==> config.mk <==
export PLATFORM = sky130hd
export DESIGN_NAME = qtom_ctrl
export DESIGN_NICKNAME = d
export VERILOG_FILES = /design/src/rtl/core/qtom_pkg.sv /design/src/rtl/core/qtom_ctrl.sv
export SDC_FILE = /design/constraint.sdc
export NUM_CORES = 1
export LEC_CHECK = 0
export BUFFER_PORTS_ARGS = -buffer_cell sky130_fd_sc_hd__clkbuf_2
export CELL_PAD_IN_SITES_DETAIL_PLACEMENT = 1
export CELL_PAD_IN_SITES_GLOBAL_PLACEMENT = 1
export CORE_AREA = 2 2 39 41
export CTS_BUF_LIST = sky130_fd_sc_hd__clkbuf_16
export CTS_CLUSTER_SIZE = 10
export DETAILED_ROUTE_END_ITERATION = 10
export DIE_AREA = 0 0 41 43
export PLACE_DENSITY_LB_ADDON = 0.1
export SETUP_SLACK_MARGIN = 0.4
export SLEW_MARGIN = 20
export SYNTH_ARGS = -nofsm -noshare
export SYNTH_HDL_FRONTEND = slang
export SYNTH_SLANG_ARGS = --single-unit
==> constraint.sdc <==
create_clock -name clk -period 1.7 [get_ports clk]
set_input_delay 0.34 -clock clk [delete_from_list [all_inputs] [get_ports clk]]
set_output_delay 0.34 -clock clk [all_outputs]
set_load 0.1 [all_outputs]
==> src/rtl/core/qtom_pkg.sv <==
// Shared types and constants for the quadtree occupancy map core.
`default_nettype none
package qtom_pkg;

	localparam int unsigned COORD_W = 32;
	localparam int unsigned LOGODDS_W = 8;
	localparam int unsigned STATUS_W = 2;
	localparam int unsigned CFG_IDX_W = 2;

	localparam logic [STATUS_W-1:0] ST_DONE = 2'd0;
	localparam logic [STATUS_W-1:0] ST_OOB = 2'd1;
	localparam logic [STATUS_W-1:0] ST_POOL_FULL = 2'd2;

	localparam logic REQ_UPDATE = 1'b0;
	localparam logic REQ_QUERY = 1'b1;

	localparam logic [CFG_IDX_W-1:0] REG_X_LOW = 2'd0;
	localparam logic [CFG_IDX_W-1:0] REG_X_HIGH = 2'd1;
	localparam logic [CFG_IDX_W-1:0] REG_Y_LOW = 2'd2;
	localparam logic [CFG_IDX_W-1:0] REG_Y_HIGH = 2'd3;

	localparam logic signed [COORD_W-1:0] X_LOW_RST = -32'sd655360;
	localparam logic signed [COORD_W-1:0] X_HIGH_RST = 32'sd655360;
	localparam logic signed [COORD_W-1:0] Y_LOW_RST = -32'sd655360;
	localparam logic signed [COORD_W-1:0] Y_HIGH_RST = 32'sd655360;

	typedef enum logic [2:0] {
		S_IDLE,
		S_BOUND,
		S_READ,
		S_CHECK,
		S_ALLOC,
		S_DONE
	} qtom_state_t;

	typedef struct packed {
		logic load;
		logic rd;
		logic wr_link;
		logic wr_alloc;
		logic wr_leaf;
		logic descend;
		logic set_val;
		logic set_oob;
		logic set_full;
	} qtom_cmd_t;

	typedef struct packed {
		logic oob;
		logic child_zero;
		logic full;
		logic at_leaf;
		logic query;
	} qtom_stat_t;

endpackage
`default_nettype wire

==> src/rtl/core/qtom_ctrl.sv <==
// Walk sequencer for the quadtree occupancy map core.
`default_nettype none
module qtom_ctrl (
	input wire logic clk,
	input wire logic arst_n,
	input wire logic start,
	input wire qtom_pkg::qtom_stat_t stat,
	output qtom_pkg::qtom_cmd_t cmd,
	output logic busy,
	output logic done
);
	import qtom_pkg::*;

	qtom_state_t state_q, state_d;

	always_ff @(posedge clk or negedge arst_n) begin
		if (!arst_n) begin
			state_q <= S_IDLE;
		end else begin
			state_q <= state_d;
		end
	end

	always_comb begin
		state_d = state_q;
		unique case (state_q)
			S_IDLE: begin
				if (start) state_d = S_BOUND;
			end
			S_BOUND: begin
				state_d = stat.oob ? S_DONE : S_READ;
			end
			S_READ: state_d = S_CHECK;
			S_CHECK: begin
				priority if (stat.at_leaf) state_d = S_DONE;
				else if (!stat.child_zero) state_d = S_READ;
				else if (stat.query || stat.full) state_d = S_DONE;
				else state_d = S_ALLOC;
			end
			S_ALLOC: state_d = S_READ;
			S_DONE: state_d = S_IDLE;
			default: state_d = S_IDLE;
		endcase
	end

	always_comb begin
		cmd = '0;
		unique case (state_q)
			S_IDLE: cmd.load = start;
			S_BOUND: cmd.set_oob = stat.oob;
			S_READ: cmd.rd = 1'b1;
			S_CHECK: begin
				priority if (stat.at_leaf) begin
					cmd.set_val = stat.query;
					cmd.wr_leaf = !stat.query;
				end else if (!stat.child_zero) begin
					cmd.descend = 1'b1;
				end else if (stat.query) begin
					cmd.set_val = 1'b0;
				end else if (stat.full) begin
					cmd.set_full = 1'b1;
				end else begin
					cmd.wr_link = 1'b1;
				end
			end
			S_ALLOC: begin
				cmd.wr_alloc = 1'b1;
				cmd.descend = 1'b1;
			end
			S_DONE: cmd = '0;
			default: cmd = '0;
		endcase
	end

	assign busy = (state_q != S_IDLE);
	assign done = (state_q == S_DONE);

endmodule
`default_nettype wire

[After elaboration in Yosys (flattened, before gate mapping)]
Cells that the tools add are included.
Word-level totals
  flip-flop bits (word level): 3
  input bits: 8
  output and inout port bits: 11
  logic and storage cells: 38
Operators by class
  equality and inequality tests: 6
  muxes and demuxes: 27
  reduce and logical (&&, ||, !) cells: 4
Operators with widths (count)
  1-bit 2-to-1 mux: 21
  3-bit one-hot mux with 5 select lines: 1
  3-bit 2-to-1 mux: 4
  3-bit by 2-bit equality test with 1-bit output, second input constant: 2
  3-bit equality test, second input constant: 2
  3-bit by 1-bit equality test with 1-bit output, second input constant: 1
  3-bit zero test: 1
  3-bit nonzero test: 1
  2-bit inequality test, second input constant: 1
  1-bit one-hot mux with 2 select lines: 1
  1-bit zero test: 1
  1-bit logical OR: 1

[Depth between registers and ports, before layout]
  word-level depth: 5
  mapped depth: 4
  gate-level depth less buffers: 3

[Worst setup path after synthesis]
OpenSTA, ideal clock, no wires.
  path type: reg-to-reg
  start: register state_q[2]
  end: register state_q[2]
  library setup time: 0.083 ns
  data arrival time: 3.789 ns
  required time: 1.617 ns
  slack: -2.172 ns
  cell stages (with the launch flop): 4
  buffers on the path: 1
  cell sequence: dfrtp_1 -> clkbuf_1 -> nor4bb_1 -> nand2b_1
On the way
  word-level cells in the longest chain between the ends: 2
  elaborated cells between the ends (all ways): 7
Ends and longest elaborated chain
  start, declared: RTL line qtom_ctrl.sv:14  | qtom_state_t state_q, state_d;
  start signal, assigned: RTL line qtom_ctrl.sv:20  | state_q <= state_d;
  3-bit equality test, or another cell as far along: RTL line qtom_ctrl.sv:26  | unique case (state_q)
  3-bit one-hot mux with 5 select lines or 2-bit inequality test (tied branches)
Parallel ways exist; a longest one is shown, timed or not.
A chain may end at the register's enable or synchronous reset.

==> run metrics <==
RSZ-0062 raised after global routing=true; Final Hold Vio Count=0; Slew Limit Fails=0; classification of the worst-slack hold path=in2reg; biggest regs=state_q x3; Biggest register=state_q; Area Growth Syn to Fin=208%; initial antenna violation count=0; relative slew slack=79.4%; Post-Syn Area=283 µm²; Syn Nets=45; minimum clock period=1750 ps; Internal=1.15 mW; Critical-path top delay cell=dfrtp_2; CTS root buffer=clkbuf_16; gp weighted congestion=0.756; vias per std cell=4.72; die height=43 µm; share of cells above drive strength 1=77.0%; max reg flops=3; Async S/R FF share, synth=100%; number of flops mapped to enable cells by yosys=0; top-count cell post-synth=nor2_1; global-route usage over all layers=18.8%; largest cells by area after synthesis=dfrtp_1 27%, nor2_1 11%, a21o_1 5.3%; FMAX=571 MHz; clk sinks=3; vias post-DR=425; total iterations of the first detailed-routing run=2; #FFs+latches synth=3; Startpoint Class=flip-flop; flop2flop setup slack=-20 ps; Yosys top cell area share=26.5%; Chip Width=41 µm; Critical R2R Launch=state_q[2]$_DFFE_PN0P_; Rows=14; distinct cell type count of the synthesized netlist=24; first-pass GRT wire length=2240 µm; hold depth=3; hold endpoint=state_q[0]$_DFFE_PN0P_; commonest cells in the netlist=8 x nor2_1, 3 x dfrtp_1; clk buf depth=2; critical path buffer and inverter count=1; Initial Util=20.4%; Switching Fraction=47.3%; clk_lat worst skew=220 ps; register share of total power=8.5%; Req. time, crit path=1360 ps; # diodes=0; Warnings, synthesis=0; # setup viols final=7; clock skew=0.303 ps; Mapped Cells=37; failing checks=setup timing; hold path start=start; CTS tree=built; vias in the first global route=471; delay-heaviest family, CP=simple AND/OR/NAND/NOR gates; IR Drop Worst-Case VDD=1.32 mV; Slew @ Worst Pin=309 ps; DP Wirelength=804 µm; clock slew at reported path FFs=30 ps; Synth Flop Type=dfrtp_1; WL final=1350 µm; final core occ=63.0%; clock power share=17.2%; Starting DRT DRC Count=1; part of the cycle the worst path needs=103%; largest area contributor in the netlist=dfrtp_1; cell area after layout=872 µm²; cells along the critical path=and3b_4 -> nand3_4 -> nor2_4 -> buf_12; crit end category=output port; Switch Pwr=1.03 mW; Num CTS Buffers=3; status=complete, but fails checks; Placeable Area=1380 µm²; combinational fraction of design power=74.3%; final worst slack=-49.8 ps; Critical Path AT=1410 ps; CP Max Fanout=5; post-route antenna net violation count=0; Syn Area/Cell=7.64 µm²; Max stage delay on crit path=420 ps; input/output buffers=18; H-tree depth=1; total gr overflow=0; Worst Path Class, Setup=reg2out; I/O pin count=19; largest net degree at the start of global routing=8; average wire per standard cell=15.0 µm; PwrDens=2490 nW/µm²; setup_tns=-223 ps; Cell Area, Placed=663 µm²; Worst R2R End=state_q[0]$_DFFE_PN0P_; die area=1760 µm²; DRC viols=0; leakage power=0.391 nW; R2R depth=5; nets=83; Max Cap Viol=0; register area share after synthesis=26.5%
[layout by cell type (no fill, tap or decap), drive strengths merged, types with 2 or more instances in the layout]
master	count
buf	27
clkbuf	10
nor2	8
inv	3
dfrtp	3
nand2b	2
nor3b	2
and3b	2
a21o	2
[routing by layer]
layer	wire [µm]	vias to the layer above	track usage (%)
met5	0	-	0
met1	486	210	20.6
li1	-	202	-
met2	822	11	33.4
met3	28	2	3.66
met4	17	0	6.00
[cell families (layout without fill, tap and decap cells)]
logic type,count (synthesis),after routing,share of synthesized area (%)
DFF,3,3,26.5
buffers and inverters,4,41,5.75
xor gates and xnor gates,1,1,3.10
and+or+nand+nor,23,23,48.2
AOI/OAI and AO/OA,6,6,16.4
[power groups by stage]
stage | logic [mW] | clock network [mW] | registers (mW)
after detailed placement | 1.31 | 0 | 0.213
final | 1.62 | 0.374 | 0.185
after floorplan | 0.978 | 0 | 0.155
after global routing | 1.68 | 0.387 | 0.188
after CTS | 1.53 | 0.373 | 0.184
after global placement | 1.30 | 0 | 0.207
[worst min-delay path: cells and delay by family]
kind            cells  cell delay, ps
buf+inv             1             100
simple gates        1             110
compound gates      1              70
[metrics by stage]
step / total power [mW] / hold WS [ps] / setup slack [ps] / cells
final: 2.18 / 439 / -49.8 / 90
after global routing: 2.25 / 474 / -93.8 / 90
after CTS: 2.08 / 445 / -49.0 / 86
after detailed placement: 1.52 / 139 / 69.2 / 71
after global placement: 1.50 / 136 / 95.5 / 71
after floorplan: 1.13 / 44.4 / -295 / 37
[repair_timing]
action | 4_1_cts | 5_1_grt
resized for setup | 4 | 2
setup buffers | 10 | 4
pin swaps | 6 | 4
hold buffers | 1 | 0
setup endpoints to repair | 12 | 13
hold endpoints to repair | 3 | 0
[cell type report]
cell class | count | area (µm²)
Multi-Input combinational cell | 30 | 294
Tap cell | 16 | 20.0
Clock inverter | 1 | 3.75
Clock buffer | 3 | 75.1
Inverter | 2 | 7.51
Timing Repair Buffer | 35 | 393
Fill cell | 143 | 512
Sequential cell | 3 | 78.8
[how the worst max path moves through the flow]
| stage | to | start | slack (ps) | depth (start not counted) |
|---|---|---|---|---|
| after global routing | cmd[6] | state_q[2]$_DFFE_PN0P_ | -90 | 4 |
| after floorplan | cmd[1] | state_q[2]$_DFFE_PN0P_ | -300 | 2 |
| after detailed placement | cmd[3] | state_q[1]$_DFFE_PN0P_ | 70 | 5 |
| after global placement | cmd[3] | state_q[1]$_DFFE_PN0P_ | 100 | 5 |
| after CTS | cmd[6] | state_q[2]$_DFFE_PN0P_ | -50 | 4 |
| final | cmd[6] | state_q[2]$_DFFE_PN0P_ | -50 | 4 |
No activity file was read; power rests on OpenSTA's default activity.
